## config.mk

```make
export PLATFORM = sky130hd
export DESIGN_NAME = pendulum_swing_up_lqr_controller_core
export DESIGN_NICKNAME = d
export VERILOG_FILES = /design/src/hdl/pslqr_pkg.sv /design/src/hdl/pendulum_swing_up_lqr_controller_core.sv /design/src/hdl/pslqr_mul.sv /design/src/hdl/pslqr_csr.sv
export SDC_FILE = /design/constraint.sdc
export NUM_CORES = 2
export LEC_CHECK = 0
export ABC_AREA = 1
export BUFFER_PORTS_ARGS = -buffer_cell sky130_fd_sc_hd__clkbuf_2
export CAP_MARGIN = 5
export CORE_MARGIN = 2
export CORE_UTILIZATION = 45
export CTS_CLUSTER_DIAMETER = 30
export DETAILED_ROUTE_END_ITERATION = 8
export PLACE_DENSITY = 0.68
export RECOVER_POWER = 50
export SLEW_MARGIN = 40
export SYNTH_ARGS = -nofsm -noshare
export SYNTH_HDL_FRONTEND = slang
export SYNTH_SLANG_ARGS = --single-unit
```

## constraint.sdc

```tcl
create_clock -name clock -period 11.35 [get_ports clock]
set_input_delay 0 -clock clock [delete_from_list [all_inputs] [get_ports clock]]
set_output_delay 0 -clock clock [all_outputs]
set_load 0.005 [all_outputs]
```

## src/hdl/pslqr_pkg.sv

```systemverilog
// ============================================================================
// pslqr_pkg
// Shared types, constants and tables of the pendulum swing-up/LQR controller.
// ============================================================================
package pslqr_pkg;

   localparam int COS_TABLE_DEPTH = 256;
   localparam int IDX_W           = $clog2(COS_TABLE_DEPTH);

   localparam int PI_Q12     = 12868;
   localparam int TWO_PI_Q12 = 25736;
   localparam int HALF_Q12   = 2048;
   localparam int BAND_Q12   = 6144;
   localparam int E_POLE_Q16 = 20039;
   localparam longint PI_Q28  = 64'sd843314857;
   localparam longint ONE_Q28 = 64'sd268435456;
   localparam int ONE_Q14    = 16384;
   localparam int FORCE_MIN  = -524288;

   localparam int MUL_A_W = 32;
   localparam int MUL_B_W = 20;
   localparam int PROD_W  = MUL_A_W + MUL_B_W;
   localparam int ACC_W   = 42;
   localparam int EN_W    = 14;

   localparam int RECIP_SHIFT = 32;
   localparam longint RECIP_M =
      ((64'sd1 <<< RECIP_SHIFT) + TWO_PI_Q12 - 1) / TWO_PI_Q12;

   localparam int SWING_SHIFT = 26;
   localparam int LQR_SHIFT   = 12;

   localparam logic signed [19:0] GAIN_POSITION_RESET   = 20'(-8095);
   localparam logic signed [19:0] GAIN_VELOCITY_RESET   = 20'(-19264);
   localparam logic signed [19:0] GAIN_ANGLE_RESET      = 20'(221028);
   localparam logic signed [19:0] GAIN_ANGLE_RATE_RESET = 20'(22030);
   localparam logic [15:0] SWING_GAIN_RESET   = 16'(640);
   localparam logic [18:0] FORCE_LIMIT_RESET  = 19'(25600);
   localparam logic [12:0] CAPTURE_BAND_RESET = 13'(614);
   localparam logic [12:0] SWING_OFFSET_RESET = 13'(1229);

   typedef struct packed {
      logic signed [15:0] cart_position;
      logic signed [15:0] cart_velocity;
      logic signed [15:0] pole_angle;
      logic signed [15:0] pole_rate;
   } req_type;

   typedef struct packed {
      logic signed [19:0] drive_force;
      logic               balancing;
      logic signed [15:0] cart_setpoint;
   } rsp_type;

   typedef struct packed {
      logic signed [19:0] gain_position;
      logic signed [19:0] gain_velocity;
      logic signed [19:0] gain_angle;
      logic signed [19:0] gain_angle_rate;
      logic [15:0]        swing_gain;
      logic [18:0]        force_limit;
      logic [12:0]        capture_band;
      logic [12:0]        swing_offset;
   } cfg_type;

   typedef logic [EN_W-1:0] en_rom_type [COS_TABLE_DEPTH];

   function automatic longint cos_entry(input longint i);
      longint j2;
      longint r;
      longint x;
      longint x2;
      longint t;
      longint c;
      logic   neg;
      j2  = 2 * i;
      neg = 1'b0;
      if (2 * j2 <= COS_TABLE_DEPTH) begin
         r = j2;
      end else if (2 * j2 < 3 * COS_TABLE_DEPTH) begin
         r   = j2 - COS_TABLE_DEPTH;
         neg = 1'b1;
      end else begin
         r = j2 - 2 * COS_TABLE_DEPTH;
      end
      x  = r * PI_Q28 / COS_TABLE_DEPTH;
      x2 = (x * x) >>> 28;
      t  = ONE_Q28 - x2 / 90;
      t  = ONE_Q28 - ((x2 * t) >>> 28) / 56;
      t  = ONE_Q28 - ((x2 * t) >>> 28) / 30;
      t  = ONE_Q28 - ((x2 * t) >>> 28) / 12;
      c  = ONE_Q28 - ((x2 * t) >>> 28) / 2;
      if (c < 0) begin
         c = 0;
      end
      c = (c + 8192) >>> 14;
      return neg ? -c : c;
   endfunction

   // Pole energy term E * (1 - cos angle) in Q14 for the swing-up product.
   function automatic en_rom_type en_rom_build();
      en_rom_type rom;
      longint     onec;
      for (int i = 0; i < COS_TABLE_DEPTH; i++) begin
         onec   = longint'(ONE_Q14) - cos_entry(longint'(i));
         rom[i] = EN_W'((longint'(E_POLE_Q16) * onec + 32768) >>> 16);
      end
      return rom;
   endfunction

   localparam en_rom_type EN_ROM = en_rom_build();

   function automatic logic signed [PROD_W-1:0] round_shr(
      input logic signed [PROD_W-1:0] v,
      input int                       s
   );
      logic [PROD_W-1:0] mag;
      logic [PROD_W-1:0] half;
      logic [PROD_W-1:0] r;
      mag  = v[PROD_W-1] ? PROD_W'(-v) : PROD_W'(v);
      half = PROD_W'(1) << (s - 1);
      r    = (mag + half) >> s;
      return v[PROD_W-1] ? -$signed(r) : $signed(r);
   endfunction

endpackage

```

## src/hdl/pendulum_swing_up_lqr_controller_core.sv

```systemverilog
// ============================================================================
// pendulum_swing_up_lqr_controller_core
// Swing-up and LQR balance controller for a cart and pole, one force per tick.
// ============================================================================
// Each transfer on the req_ channel carries one measurement of cart position,
// cart velocity, pole angle and pole rate; each transfer on the rsp_ channel
// carries the commanded force, the balance flag and the cart setpoint.
// A transfer happens when valid is high and stall is low.
// All products go through one shared 32 x 20 multiplier under a small
// sequencer, so an item in swing-up mode steps through the index search, the
// energy and gain products (or, outside the swing band, skips them), and an
// item in balance mode through four gain products and the sum. req_stall is
// high while an item is in work. The result sits in an output register; the
// next item is taken while it waits, and the sequencer holds its last step
// while the receiver stalls with an earlier result still pending.
// Reset clears the mode to swing-up with reference angle zero, clears the
// stored setpoint and loads the default gains and limits.
// Registers are written through the csr_ port at byte address 4 * index.
// ============================================================================
module pendulum_swing_up_lqr_controller_core (
   input  logic               clock,
   input  logic               reset,
   input  logic               req_valid,
   output logic               req_stall,
   input  pslqr_pkg::req_type req_data,
   output logic               rsp_valid,
   input  logic               rsp_stall,
   output pslqr_pkg::rsp_type rsp_data,
   input  logic               csr_psel,
   input  logic               csr_penable,
   input  logic               csr_pwrite,
   input  logic [4:0]         csr_paddr,
   input  logic [31:0]        csr_pwdata,
   output logic [31:0]        csr_prdata,
   output logic               csr_pready
);

   typedef enum logic [3:0] {
      S_IDLE,
      S_CALC,
      S_IDX,
      S_FIX,
      S_EP,
      S_PG,
      S_SRND,
      S_L0,
      S_L1,
      S_L2,
      S_L3,
      S_L4,
      S_L5,
      S_DONE
   } state_type;

   pslqr_pkg::cfg_type cfg;

   state_type                              state_ff;
   pslqr_pkg::req_type                     in_ff;
   logic                                   balance_mode_ff;
   logic                                   upper_ref_ff;
   logic signed [15:0]                     last_setpoint_ff;
   logic signed [16:0]                     err_ff;
   logic [pslqr_pkg::IDX_W-1:0]            q_ff;
   logic [pslqr_pkg::EN_W-1:0]             en_ff;
   logic signed [pslqr_pkg::ACC_W-1:0]     acc_ff;
   logic signed [31:0]                     u_ff;
   logic                                   rsp_valid_ff;
   pslqr_pkg::rsp_type                     rsp_data_ff;

   logic signed [pslqr_pkg::MUL_A_W-1:0]  mul_a;
   logic signed [pslqr_pkg::MUL_B_W-1:0]  mul_b;
   logic signed [pslqr_pkg::PROD_W-1:0]   prod_ff;

   logic signed [15:0]                     ang;
   logic signed [15:0]                     pos;
   logic signed [15:0]                     offset_s;
   logic signed [15:0]                     sp;
   logic signed [16:0]                     err;
   logic                                   in_band;
   logic signed [17:0]                     hi_thr;
   logic                                   capture_lo;
   logic                                   capture_hi;
   logic signed [31:0]                     idx_num;
   logic [pslqr_pkg::IDX_W-1:0]            idx;
   logic signed [16:0]                     ang_err;
   logic signed [31:0]                     lim_s;
   logic signed [31:0]                     u_c;
   logic                                   out_free;

   pslqr_csr u_csr (
      .clock       (clock),
      .reset       (reset),
      .csr_psel    (csr_psel),
      .csr_penable (csr_penable),
      .csr_pwrite  (csr_pwrite),
      .csr_paddr   (csr_paddr),
      .csr_pwdata  (csr_pwdata),
      .csr_prdata  (csr_prdata),
      .csr_pready  (csr_pready),
      .cfg         (cfg)
   );

   pslqr_mul u_mul (
      .clock   (clock),
      .mul_a   (mul_a),
      .mul_b   (mul_b),
      .prod_ff (prod_ff)
   );

   assign ang      = in_ff.pole_angle;
   assign pos      = in_ff.cart_position;
   assign offset_s = $signed({3'b0, cfg.swing_offset});

   always_comb begin
      if ((32'(ang) < pslqr_pkg::PI_Q12 + pslqr_pkg::HALF_Q12) && in_ff.pole_rate[15]) begin
         sp = offset_s;
      end else if ((32'(ang) >= pslqr_pkg::PI_Q12 - pslqr_pkg::HALF_Q12)
                   && !in_ff.pole_rate[15]) begin
         sp = -offset_s;
      end else begin
         sp = pos;
      end
   end

   assign err        = 17'(sp) - 17'(pos);
   assign in_band    = (32'(ang) >= pslqr_pkg::PI_Q12 - pslqr_pkg::BAND_Q12)
                       && (32'(ang) < pslqr_pkg::PI_Q12 + pslqr_pkg::BAND_Q12);
   assign hi_thr     = 18'(pslqr_pkg::TWO_PI_Q12) - $signed({5'b0, cfg.capture_band});
   assign capture_lo = 18'(ang) < $signed({5'b0, cfg.capture_band});
   assign capture_hi = 18'(ang) > hi_thr;
   assign idx_num    = 32'(ang) * 32'(pslqr_pkg::COS_TABLE_DEPTH)
                       + 32'(pslqr_pkg::TWO_PI_Q12 / 2);
   assign idx        = (prod_ff > pslqr_pkg::PROD_W'(idx_num)) ? q_ff - 1'b1 : q_ff;
   assign ang_err    = 17'(ang) - (upper_ref_ff ? 17'(pslqr_pkg::TWO_PI_Q12) : 17'sd0);

   assign lim_s      = $signed({13'b0, cfg.force_limit});
   always_comb begin
      u_c = (u_ff > lim_s) ? lim_s : u_ff;
      if (u_c < pslqr_pkg::FORCE_MIN) begin
         u_c = pslqr_pkg::FORCE_MIN;
      end
   end
   assign out_free = !rsp_valid_ff || !rsp_stall;

   always_comb begin
      mul_a = '0;
      mul_b = '0;
      case (state_ff)
         S_CALC: begin
            mul_a = idx_num;
            mul_b = pslqr_pkg::MUL_B_W'(pslqr_pkg::RECIP_M);
         end
         S_IDX: begin
            mul_a = pslqr_pkg::MUL_A_W'(prod_ff[pslqr_pkg::RECIP_SHIFT +: pslqr_pkg::IDX_W]);
            mul_b = pslqr_pkg::MUL_B_W'(pslqr_pkg::TWO_PI_Q12);
         end
         S_EP: begin
            mul_a = pslqr_pkg::MUL_A_W'(err_ff);
            mul_b = $signed({{(pslqr_pkg::MUL_B_W - pslqr_pkg::EN_W){1'b0}}, en_ff});
         end
         S_PG: begin
            mul_a = prod_ff[pslqr_pkg::MUL_A_W-1:0];
            mul_b = $signed({4'b0, cfg.swing_gain});
         end
         S_L0: begin
            mul_a = pslqr_pkg::MUL_A_W'(pos);
            mul_b = cfg.gain_position;
         end
         S_L1: begin
            mul_a = pslqr_pkg::MUL_A_W'(in_ff.cart_velocity) <<< 2;
            mul_b = cfg.gain_velocity;
         end
         S_L2: begin
            mul_a = pslqr_pkg::MUL_A_W'(ang_err);
            mul_b = cfg.gain_angle;
         end
         S_L3: begin
            mul_a = pslqr_pkg::MUL_A_W'(in_ff.pole_rate) <<< 2;
            mul_b = cfg.gain_angle_rate;
         end
         default: ;
      endcase
   end

   always_ff @(posedge clock) begin
      if (reset) begin
         state_ff         <= S_IDLE;
         balance_mode_ff  <= 1'b0;
         upper_ref_ff     <= 1'b0;
         last_setpoint_ff <= '0;
         rsp_valid_ff     <= 1'b0;
      end else begin
         if (rsp_valid_ff && !rsp_stall) begin
            rsp_valid_ff <= 1'b0;
         end
         case (state_ff)
            S_IDLE: begin
               if (req_valid) begin
                  in_ff    <= req_data;
                  state_ff <= S_CALC;
               end
            end
            S_CALC: begin
               err_ff <= err;
               if (!balance_mode_ff) begin
                  last_setpoint_ff <= sp;
                  if (capture_lo || capture_hi) begin
                     balance_mode_ff <= 1'b1;
                     upper_ref_ff    <= capture_hi;
                  end
               end
               if (balance_mode_ff || capture_lo || capture_hi) begin
                  state_ff <= S_L0;
               end else if (in_band) begin
                  state_ff <= S_IDX;
               end else begin
                  u_ff     <= '0;
                  state_ff <= S_DONE;
               end
            end
            S_IDX: begin
               q_ff     <= prod_ff[pslqr_pkg::RECIP_SHIFT +: pslqr_pkg::IDX_W];
               state_ff <= S_FIX;
            end
            S_FIX: begin
               en_ff    <= pslqr_pkg::EN_ROM[idx];
               state_ff <= S_EP;
            end
            S_EP: begin
               state_ff <= S_PG;
            end
            S_PG: begin
               state_ff <= S_SRND;
            end
            S_SRND: begin
               u_ff     <= 32'(pslqr_pkg::round_shr(prod_ff, pslqr_pkg::SWING_SHIFT));
               state_ff <= S_DONE;
            end
            S_L0: begin
               state_ff <= S_L1;
            end
            S_L1: begin
               acc_ff   <= $signed(prod_ff[pslqr_pkg::ACC_W-1:0]);
               state_ff <= S_L2;
            end
            S_L2: begin
               acc_ff   <= acc_ff + $signed(prod_ff[pslqr_pkg::ACC_W-1:0]);
               state_ff <= S_L3;
            end
            S_L3: begin
               acc_ff   <= acc_ff + $signed(prod_ff[pslqr_pkg::ACC_W-1:0]);
               state_ff <= S_L4;
            end
            S_L4: begin
               acc_ff   <= acc_ff + $signed(prod_ff[pslqr_pkg::ACC_W-1:0]);
               state_ff <= S_L5;
            end
            S_L5: begin
               u_ff     <= -32'(pslqr_pkg::round_shr(pslqr_pkg::PROD_W'(acc_ff),
                                                     pslqr_pkg::LQR_SHIFT));
               state_ff <= S_DONE;
            end
            S_DONE: begin
               if (out_free) begin
                  rsp_data_ff.drive_force   <= u_c[19:0];
                  rsp_data_ff.balancing     <= balance_mode_ff;
                  rsp_data_ff.cart_setpoint <= last_setpoint_ff;
                  rsp_valid_ff              <= 1'b1;
                  state_ff                  <= S_IDLE;
               end
            end
            default: begin
               state_ff <= S_IDLE;
            end
         endcase
      end
   end

   assign req_stall = (state_ff != S_IDLE);
   assign rsp_valid = rsp_valid_ff;
   assign rsp_data  = rsp_data_ff;

endmodule

```

## src/hdl/pslqr_mul.sv

```systemverilog
// ============================================================================
// pslqr_mul
// Shared signed multiplier with a registered product.
// ============================================================================
module pslqr_mul (
   input  logic                                  clock,
   input  logic signed [pslqr_pkg::MUL_A_W-1:0] mul_a,
   input  logic signed [pslqr_pkg::MUL_B_W-1:0] mul_b,
   output logic signed [pslqr_pkg::PROD_W-1:0]  prod_ff
);

   always_ff @(posedge clock) begin
      prod_ff <= pslqr_pkg::PROD_W'(mul_a) * pslqr_pkg::PROD_W'(mul_b);
   end

endmodule

```

## src/hdl/pslqr_csr.sv

```systemverilog
// ============================================================================
// pslqr_csr
// Configuration registers behind an APB-style port.
// ============================================================================
module pslqr_csr (
   input  logic               clock,
   input  logic               reset,
   input  logic               csr_psel,
   input  logic               csr_penable,
   input  logic               csr_pwrite,
   input  logic [4:0]         csr_paddr,
   input  logic [31:0]        csr_pwdata,
   output logic [31:0]        csr_prdata,
   output logic               csr_pready,
   output pslqr_pkg::cfg_type cfg
);

   typedef enum logic [2:0] {
      REG_GAIN_POSITION,
      REG_GAIN_VELOCITY,
      REG_GAIN_ANGLE,
      REG_GAIN_ANGLE_RATE,
      REG_SWING_GAIN,
      REG_FORCE_LIMIT,
      REG_CAPTURE_BAND,
      REG_SWING_OFFSET
   } reg_index_type;

   pslqr_pkg::cfg_type cfg_ff;
   reg_index_type      index;
   logic               write_en;

   assign index      = reg_index_type'(csr_paddr[4:2]);
   assign write_en   = csr_psel & csr_penable & csr_pwrite & csr_pready;
   assign csr_pready = 1'b1;
   assign cfg        = cfg_ff;

   always_ff @(posedge clock) begin
      if (reset) begin
         cfg_ff.gain_position   <= pslqr_pkg::GAIN_POSITION_RESET;
         cfg_ff.gain_velocity   <= pslqr_pkg::GAIN_VELOCITY_RESET;
         cfg_ff.gain_angle      <= pslqr_pkg::GAIN_ANGLE_RESET;
         cfg_ff.gain_angle_rate <= pslqr_pkg::GAIN_ANGLE_RATE_RESET;
         cfg_ff.swing_gain      <= pslqr_pkg::SWING_GAIN_RESET;
         cfg_ff.force_limit     <= pslqr_pkg::FORCE_LIMIT_RESET;
         cfg_ff.capture_band    <= pslqr_pkg::CAPTURE_BAND_RESET;
         cfg_ff.swing_offset    <= pslqr_pkg::SWING_OFFSET_RESET;
      end else if (write_en) begin
         case (index)
            REG_GAIN_POSITION:   cfg_ff.gain_position   <= csr_pwdata[19:0];
            REG_GAIN_VELOCITY:   cfg_ff.gain_velocity   <= csr_pwdata[19:0];
            REG_GAIN_ANGLE:      cfg_ff.gain_angle      <= csr_pwdata[19:0];
            REG_GAIN_ANGLE_RATE: cfg_ff.gain_angle_rate <= csr_pwdata[19:0];
            REG_SWING_GAIN:      cfg_ff.swing_gain      <= csr_pwdata[15:0];
            REG_FORCE_LIMIT:     cfg_ff.force_limit     <= csr_pwdata[18:0];
            REG_CAPTURE_BAND:    cfg_ff.capture_band    <= csr_pwdata[12:0];
            REG_SWING_OFFSET:    cfg_ff.swing_offset    <= csr_pwdata[12:0];
            default: ;
         endcase
      end
   end

   always_comb begin
      case (index)
         REG_GAIN_POSITION:   csr_prdata = {12'b0, cfg_ff.gain_position};
         REG_GAIN_VELOCITY:   csr_prdata = {12'b0, cfg_ff.gain_velocity};
         REG_GAIN_ANGLE:      csr_prdata = {12'b0, cfg_ff.gain_angle};
         REG_GAIN_ANGLE_RATE: csr_prdata = {12'b0, cfg_ff.gain_angle_rate};
         REG_SWING_GAIN:      csr_prdata = {16'b0, cfg_ff.swing_gain};
         REG_FORCE_LIMIT:     csr_prdata = {13'b0, cfg_ff.force_limit};
         REG_CAPTURE_BAND:    csr_prdata = {19'b0, cfg_ff.capture_band};
         REG_SWING_OFFSET:    csr_prdata = {19'b0, cfg_ff.swing_offset};
         default:             csr_prdata = 32'b0;
      endcase
   end

endmodule

```

Yosys cells after proc, flatten, opt, wreduce, memory -nomap -nowiden. Memories as Yosys holds them, arrays and structs flattened. A register that Yosys moved wholly into a read port is not among the register bits. Index checks and enable logic that the tools add are counted.

Register bits after elaboration: 416. Bits in read-only memories: 3584. Output and inout port bits: 72. Word-level logic and storage cells: 141. Memories kept: 1.

Memories: (no name shown) (depth 256, bits a word 14, read ports 1, clocked after memory_dff 1, wr ports 0, line pendulum_swing_up_lqr_controller_core.sv:226) `en_ff <= pslqr_pkg::EN_ROM[idx];`.

$add $sub $neg: 14. Multipliers: 1. Order comparisons: 9. Equal/unequal tests: 24. Mux-type cells: 26. Bitwise logic cells: 5. Reduce and logical (&&, ||, !) cells: 36.

Operators by type and width (number): 32-bit one-hot mux with 8 select lines (2); 32-bit two-way mux (5); 20-bit one-hot mux with 8 select lines (1); 32-bit one-hot mux with 3 select lines (1); 42-bit one-hot mux with 2 select lines (1); 32-bit negation (2); 52-bit by 26-bit adder with 52-bit output, second input constant (1); 52-bit by 25-bit > comparator with 1-bit output (1); 32-bit by 20-bit multiplier with 52-bit output (1); 52-bit two-way mux (1); 52-bit negation (1); 4-bit one-hot mux with 13 select lines (1); 44-bit by 12-bit adder with 44-bit output, second input constant (1); 44-bit two-way mux (1); 42-bit negation with 44-bit output (1); 42-bit adder (1); 16-bit by 16-bit subtractor with 17-bit output (2); 32-bit by 20-bit > comparator with 1-bit output (1); 32-bit by 20-bit < comparator with 1-bit output, second input constant (1); 16-bit two-way mux (2); 26-bit negation with 32-bit output (1); 2-bit AND reduction (14); 24-bit by 15-bit adder with 25-bit output, second input constant (1); 4-bit == test, second input constant (6); other kinds (35) (65).

Depth between registers and ports, before layout.
Depth in word-level cells: 7. Mapped depth: 47. Mapped depth without buffers: 46.

Hierarchy. A second synthesis with hierarchy kept.

Cells, all modules: 8603. Area, all modules: 58627.5 µm².

Modules (own cells, without submodules): pslqr_mul (instances 1, cells each 3558, area each 26131.3 µm², seq. area each 1041.0 µm²); pendulum_swing_up_lqr_controller_core (instances 1, cells each 4104, area each 26026.2 µm², seq. area each 6886.6 µm²); pslqr_csr (instances 1, cells each 941, area each 6470.0 µm², seq. area each 2822.7 µm²).

Worst setup path before layout. OpenSTA, ideal clock, no wires.

Path type: register to register. Start point: reg in_ff (netlist bit ang[3]). End point: reg u_mul.prod_ff[46] (netlist name). Library setup time: 0.123 ns. Data arrival time: 8.312 ns. Path slack: 2.914 ns. Stages on the path, launching flop included: 46. Period minus slack after synthesis: 8.436 ns. Cells stage by stage: edfxtp_1 -> inv_1 -> ha_1 -> nand2_1 -> o21ai_0 -> inv_1 -> nor3_1 -> nor2_1 -> nor2_1 -> inv_1 -> o21ai_1 -> nand2_1 -> a21oi_1 -> a21oi_1 -> nand2_1 -> inv_2 -> nand2_1 -> inv_2 -> [10 not listed] -> inv_1 -> fa_1 -> inv_1 -> fa_1 -> inv_1 -> fa_1 -> inv_1 -> ha_1 -> a21oi_1 -> o21ai_0 -> o21bai_1 -> a21oi_1 -> o21ai_0 -> a21boi_1 -> nor2_1 -> nor2_1 -> o21bai_1 -> xor2_1.

Cells in the longest elaborated chain, start to end: 3.

Ends and longest elaborated chain: from (decl) (line pendulum_swing_up_lqr_controller_core.sv:58) `pslqr_pkg::req_type in_ff;`; from (signal assigned) (line pendulum_swing_up_lqr_controller_core.sv:199) `in_ff <= req_data;`; 24-bit by 15-bit adder with 25-bit output or 16-bit by 16-bit subtractor with 17-bit output (tied branches) (line pendulum_swing_up_lqr_controller_core.sv:132, pendulum_swing_up_lqr_controller_core.sv:134); 32-bit one-hot mux with 8 select lines * (line pendulum_swing_up_lqr_controller_core.sv:148) `case (state_ff)`; 32-bit by 20-bit multiplier with 52-bit output * (line pslqr_mul.sv:13) `prod_ff <= pslqr_pkg::PROD_W'(mul_a) * pslqr_pkg::PROD_W'(mul_b);`; to (signal assigned) (line pslqr_mul.sv:13); to (decl) (line pslqr_mul.sv:9) `output logic signed [pslqr_pkg::PROD_W-1:0] prod_ff`.

Mark *: on every way between the ends. The rest lies on a longest branch, timed or not. A chain may end at the register's enable or synchronous reset.

Final worst setup path.
Start point: reg in_ff (netlist bit ang[3]). End point: reg u_mul.prod_ff[50] (netlist name).

Same word-level chain as after synthesis.

==> results.py <==
metrics = {
    "synth": {
        "ys_seq_elements": 430,
        "synthCells": 7763,
        "synth_area_per_cell_um2": 7.22,
        "synth-edff-count": 214,
        "yosysSeqAreaShare_pct": 19.2,
        "synth_cell_types": 65,
        "ys_warn_count": 0,
        "netlist_area_mm2": 0.0560,
        "synthFlopType": "dfxtp_1",
        "async_flop_share_pct": 0,
    },
    "route": {
        "vias_per_cell": 5.59,
        "via_count": 54700,
        "drc": 0,
        "wl_mm": 211,
        "drtIter0Drc": 5740,
        "first_pass_iters": 7,
        "ant_nets": 0,
        "wl_per_cell_um": 21.6,
    },
    "floorplanning": {
        "rows": 129,
        "start_util_pct": 45.3,
        "core_mm2": 0.124,
        "die-width_um": 357,
        "die_y_um": 357,
        "pin_count": 180,
        "die-area_mm2": 0.127,
    },
    "critical_path": {
        "crit_type": "flop to flop",
        "worst-path-buf-inv": 12,
        "slowest_delay_ps": 730,
        "crit_top_cell": "inv_1",
        "rr_worst_depth": 38,
        "crit_required_ps": 11980,
        "crit_path_top_delay_cell": "fa_1",
        "crit_family": "adder cells",
        "path_max_fanout": 16,
        "critPathArrivalTime_ps": 10800,
        "critPathCaptureType": "flop",
        "critPathLaunchType": "flop",
        "path_depth": 38,
    },
    "place": {
        "dp_cells": 9437,
        "dp_hpwl_mm": 165,
        "portBuffers": 152,
        "gp_congestion": 1.00,
    },
    "global_route": {
        "grt_use_total_pct": 32.9,
        "grt_pass1_wl_mm": 318,
        "antenna_found_initial": 2,
        "grt_overflow": 0,
        "grt_pass1_vias": 54000,
        "grt_max_degree": 96,
    },
    "cts": {
        "cts_max_level": 3,
        "cts_resized": 0,
        "clk_pin_slew_worst_paths_ps": 60,
        "cts_root_buf": "clkbuf_16",
        "cts_tree": "built",
        "cts.sinks": 430,
        "insertion_delay_ps": 760,
        "cts_setup_buffers": 0,
        "cts_buffers": 99,
        "clockBufferDepth": 3,
    },
    "layout": {
        "postLayoutCoreUtil_pct": 51.6,
        "seq_area_mm2": 0.0108,
        "drive_gt1_share_pct": 7.83,
        "multi_input_area_mm2": 0.0386,
        "fill_cells": 12100,
        "fin_nets": 9100,
        "synthToLayoutAreaGrowth_pct": 13.9,
        "final_cell_count_no_fill": 9770,
    },
    "outcome": {
        "violations": "max-capacitance violations, max-slew violations",
        "status": "finished, violations left",
    },
    "min_path": {
        "hold_depth": 2,
        "hold_path.class": "input pin to flop",
    },
    "sta": {
        "setup_viol": 0,
        "fmax_ghz": 0.0983,
        "maxSlewHeadroom_pct": -170,
        "drv_slew": 189,
        "skew_ps": 111,
        "worst_pin_slew_ps": 4050,
        "fin_crit_ps": 10180,
        "period_share_pct": 89.7,
        "final_hold_viol_count": 0,
        "setup_tns_ps": 0,
        "rsz0062_at_grt": "no",
    },
    "flow_run": {
        "maxCapViolations": 5,
    },
}
placed cells by master, fill, tap and decap left out, types with 30 or more instances in the layout:
cell / n
nand2_1: 1917
inv_1: 1538
fa_1: 638
nor2_1: 626
o21ai_0: 374
nand3_1: 368
a21oi_1: 355
ha_1: 309
dfxtp_1: 215
edfxtp_1: 214
dlygate4sd3_1: 143
buf_4: 117
clkbuf_2: 109
xor2_1: 106
clkbuf_16: 99
nand4_1: 88
o22ai_1: 76
o211ai_1: 69
nor3_1: 62
nand2_2: 60
clkbuf_1: 59
nor2_2: 55
xnor2_1: 48
a31oi_1: 38
nand3b_1: 31
a221oi_1: 30
final timing paths:
kind	start	to	slack (ps)
worst max-delay path	ang[3]$_DFFE_PP_	u_mul.prod_ff[50]$_DFF_P_	1170
worst min-delay path	req_data[24]	ang[8]$_DFFE_PP_	20
worst max register to register	ang[3]$_DFFE_PP_	u_mul.prod_ff[50]$_DFF_P_	1170
worst min register to register	last_setpoint_ff[5]$_SDFFE_PP0P_	rsp_data[5]$_DFFE_PP_	430
repair_timing:
| item | CTS | global route |
|---|---|---|
| endpoints found under the hold margin | 228 | 0 |
| hold buffers | 143 | 0 |
| endpoints found under the setup margin | 0 | 0 |
cells by family after synthesis:
group,Yosys count,synth area share (%)
adder cells (fa/ha/maj),947,29.7
buffers and inverters,1840,12.5
AND/OR/NAND/NOR,3313,25.2
other,2,0.0134
AO/OA/AOI/OAI,1074,10.9
flip-flops,430,19.2
XOR/XNOR,157,2.49
flip-flops by register name, summed over array words and instances (netlist names):
register and count:
upper_ref_ff 1, q_ff 8, in_ff 32, pos 16, last_setpoint_ff 16, ang 16
u_ff 32, en_ff 14, rsp_data 37, rsp_valid 1, state_ff 4, acc_ff 42
err_ff 17, u_mul.prod_ff 52, balance_mode_ff 1, u_csr.cfg 141
Yosys cell counts, drive strengths merged, types with 11 or more instances:
cell type | n | area share [%]
a21o | 11 | 0.15
a21oi | 355 | 3.2
a221oi | 32 | 0.50
a31oi | 38 | 0.42
buf | 58 | 0.55
clkbuf | 197 | 1.3
clkinv | 18 | 0.12
dfxtp | 216 | 7.7
edfxtp | 214 | 11
fa | 638 | 23
ha | 309 | 6.9
inv | 1567 | 10
nand2 | 1988 | 14
nand3 | 379 | 3.5
nand3b | 32 | 0.44
nand4 | 89 | 1.0
nor2 | 705 | 5.3
nor3 | 67 | 0.63
nor4 | 26 | 0.29
o2111ai | 12 | 0.19
o211ai | 69 | 0.92
o21ai | 402 | 3.6
o21bai | 11 | 0.15
o22ai | 76 | 0.85
xnor2 | 48 | 0.75
xor2 | 109 | 1.7
cell type report:
| class | instances | area share [%] |
|---|---|---|
| Clock inverter | 80 | 1.39 |
| Multi-Input combinational cell | 5504 | 60.4 |
| Antenna cell | 1 | 0.00392 |
| Timing Repair Buffer | 425 | 4.83 |
| Inverter | 1585 | 9.32 |
| Clock buffer | 108 | 3.98 |
| Sequential cell | 430 | 16.8 |
| Tap cell | 1637 | 3.21 |
routing by layer:
layer  vias to the layer above  part of all wire (%)  track usage, %
li1                      24900                     -               -
met1                     26000                    38            41.3
met2                      2972                    45            52.4
met3                       735                    10            6.94
met4                         2                   6.7            19.3
met5                         -                0.0062               0
through the flow:
step / worst slack, ps / area [um2] / hold slack (ps)
floorplan: 2910 / 56100 / 98.9
global placement: 1380 / 59000 / 177
detailed placement: 1310 / 59100 / 179
CTS: 1180 / 63900 / 0.296
global route: 166 / 63800 / 11.1
finish: 1170 / 63800 / 18.3
Power is left out: the tool's default activity adds up to more than one toggle a clock period on the data nets, which glitch-free logic cannot reach.
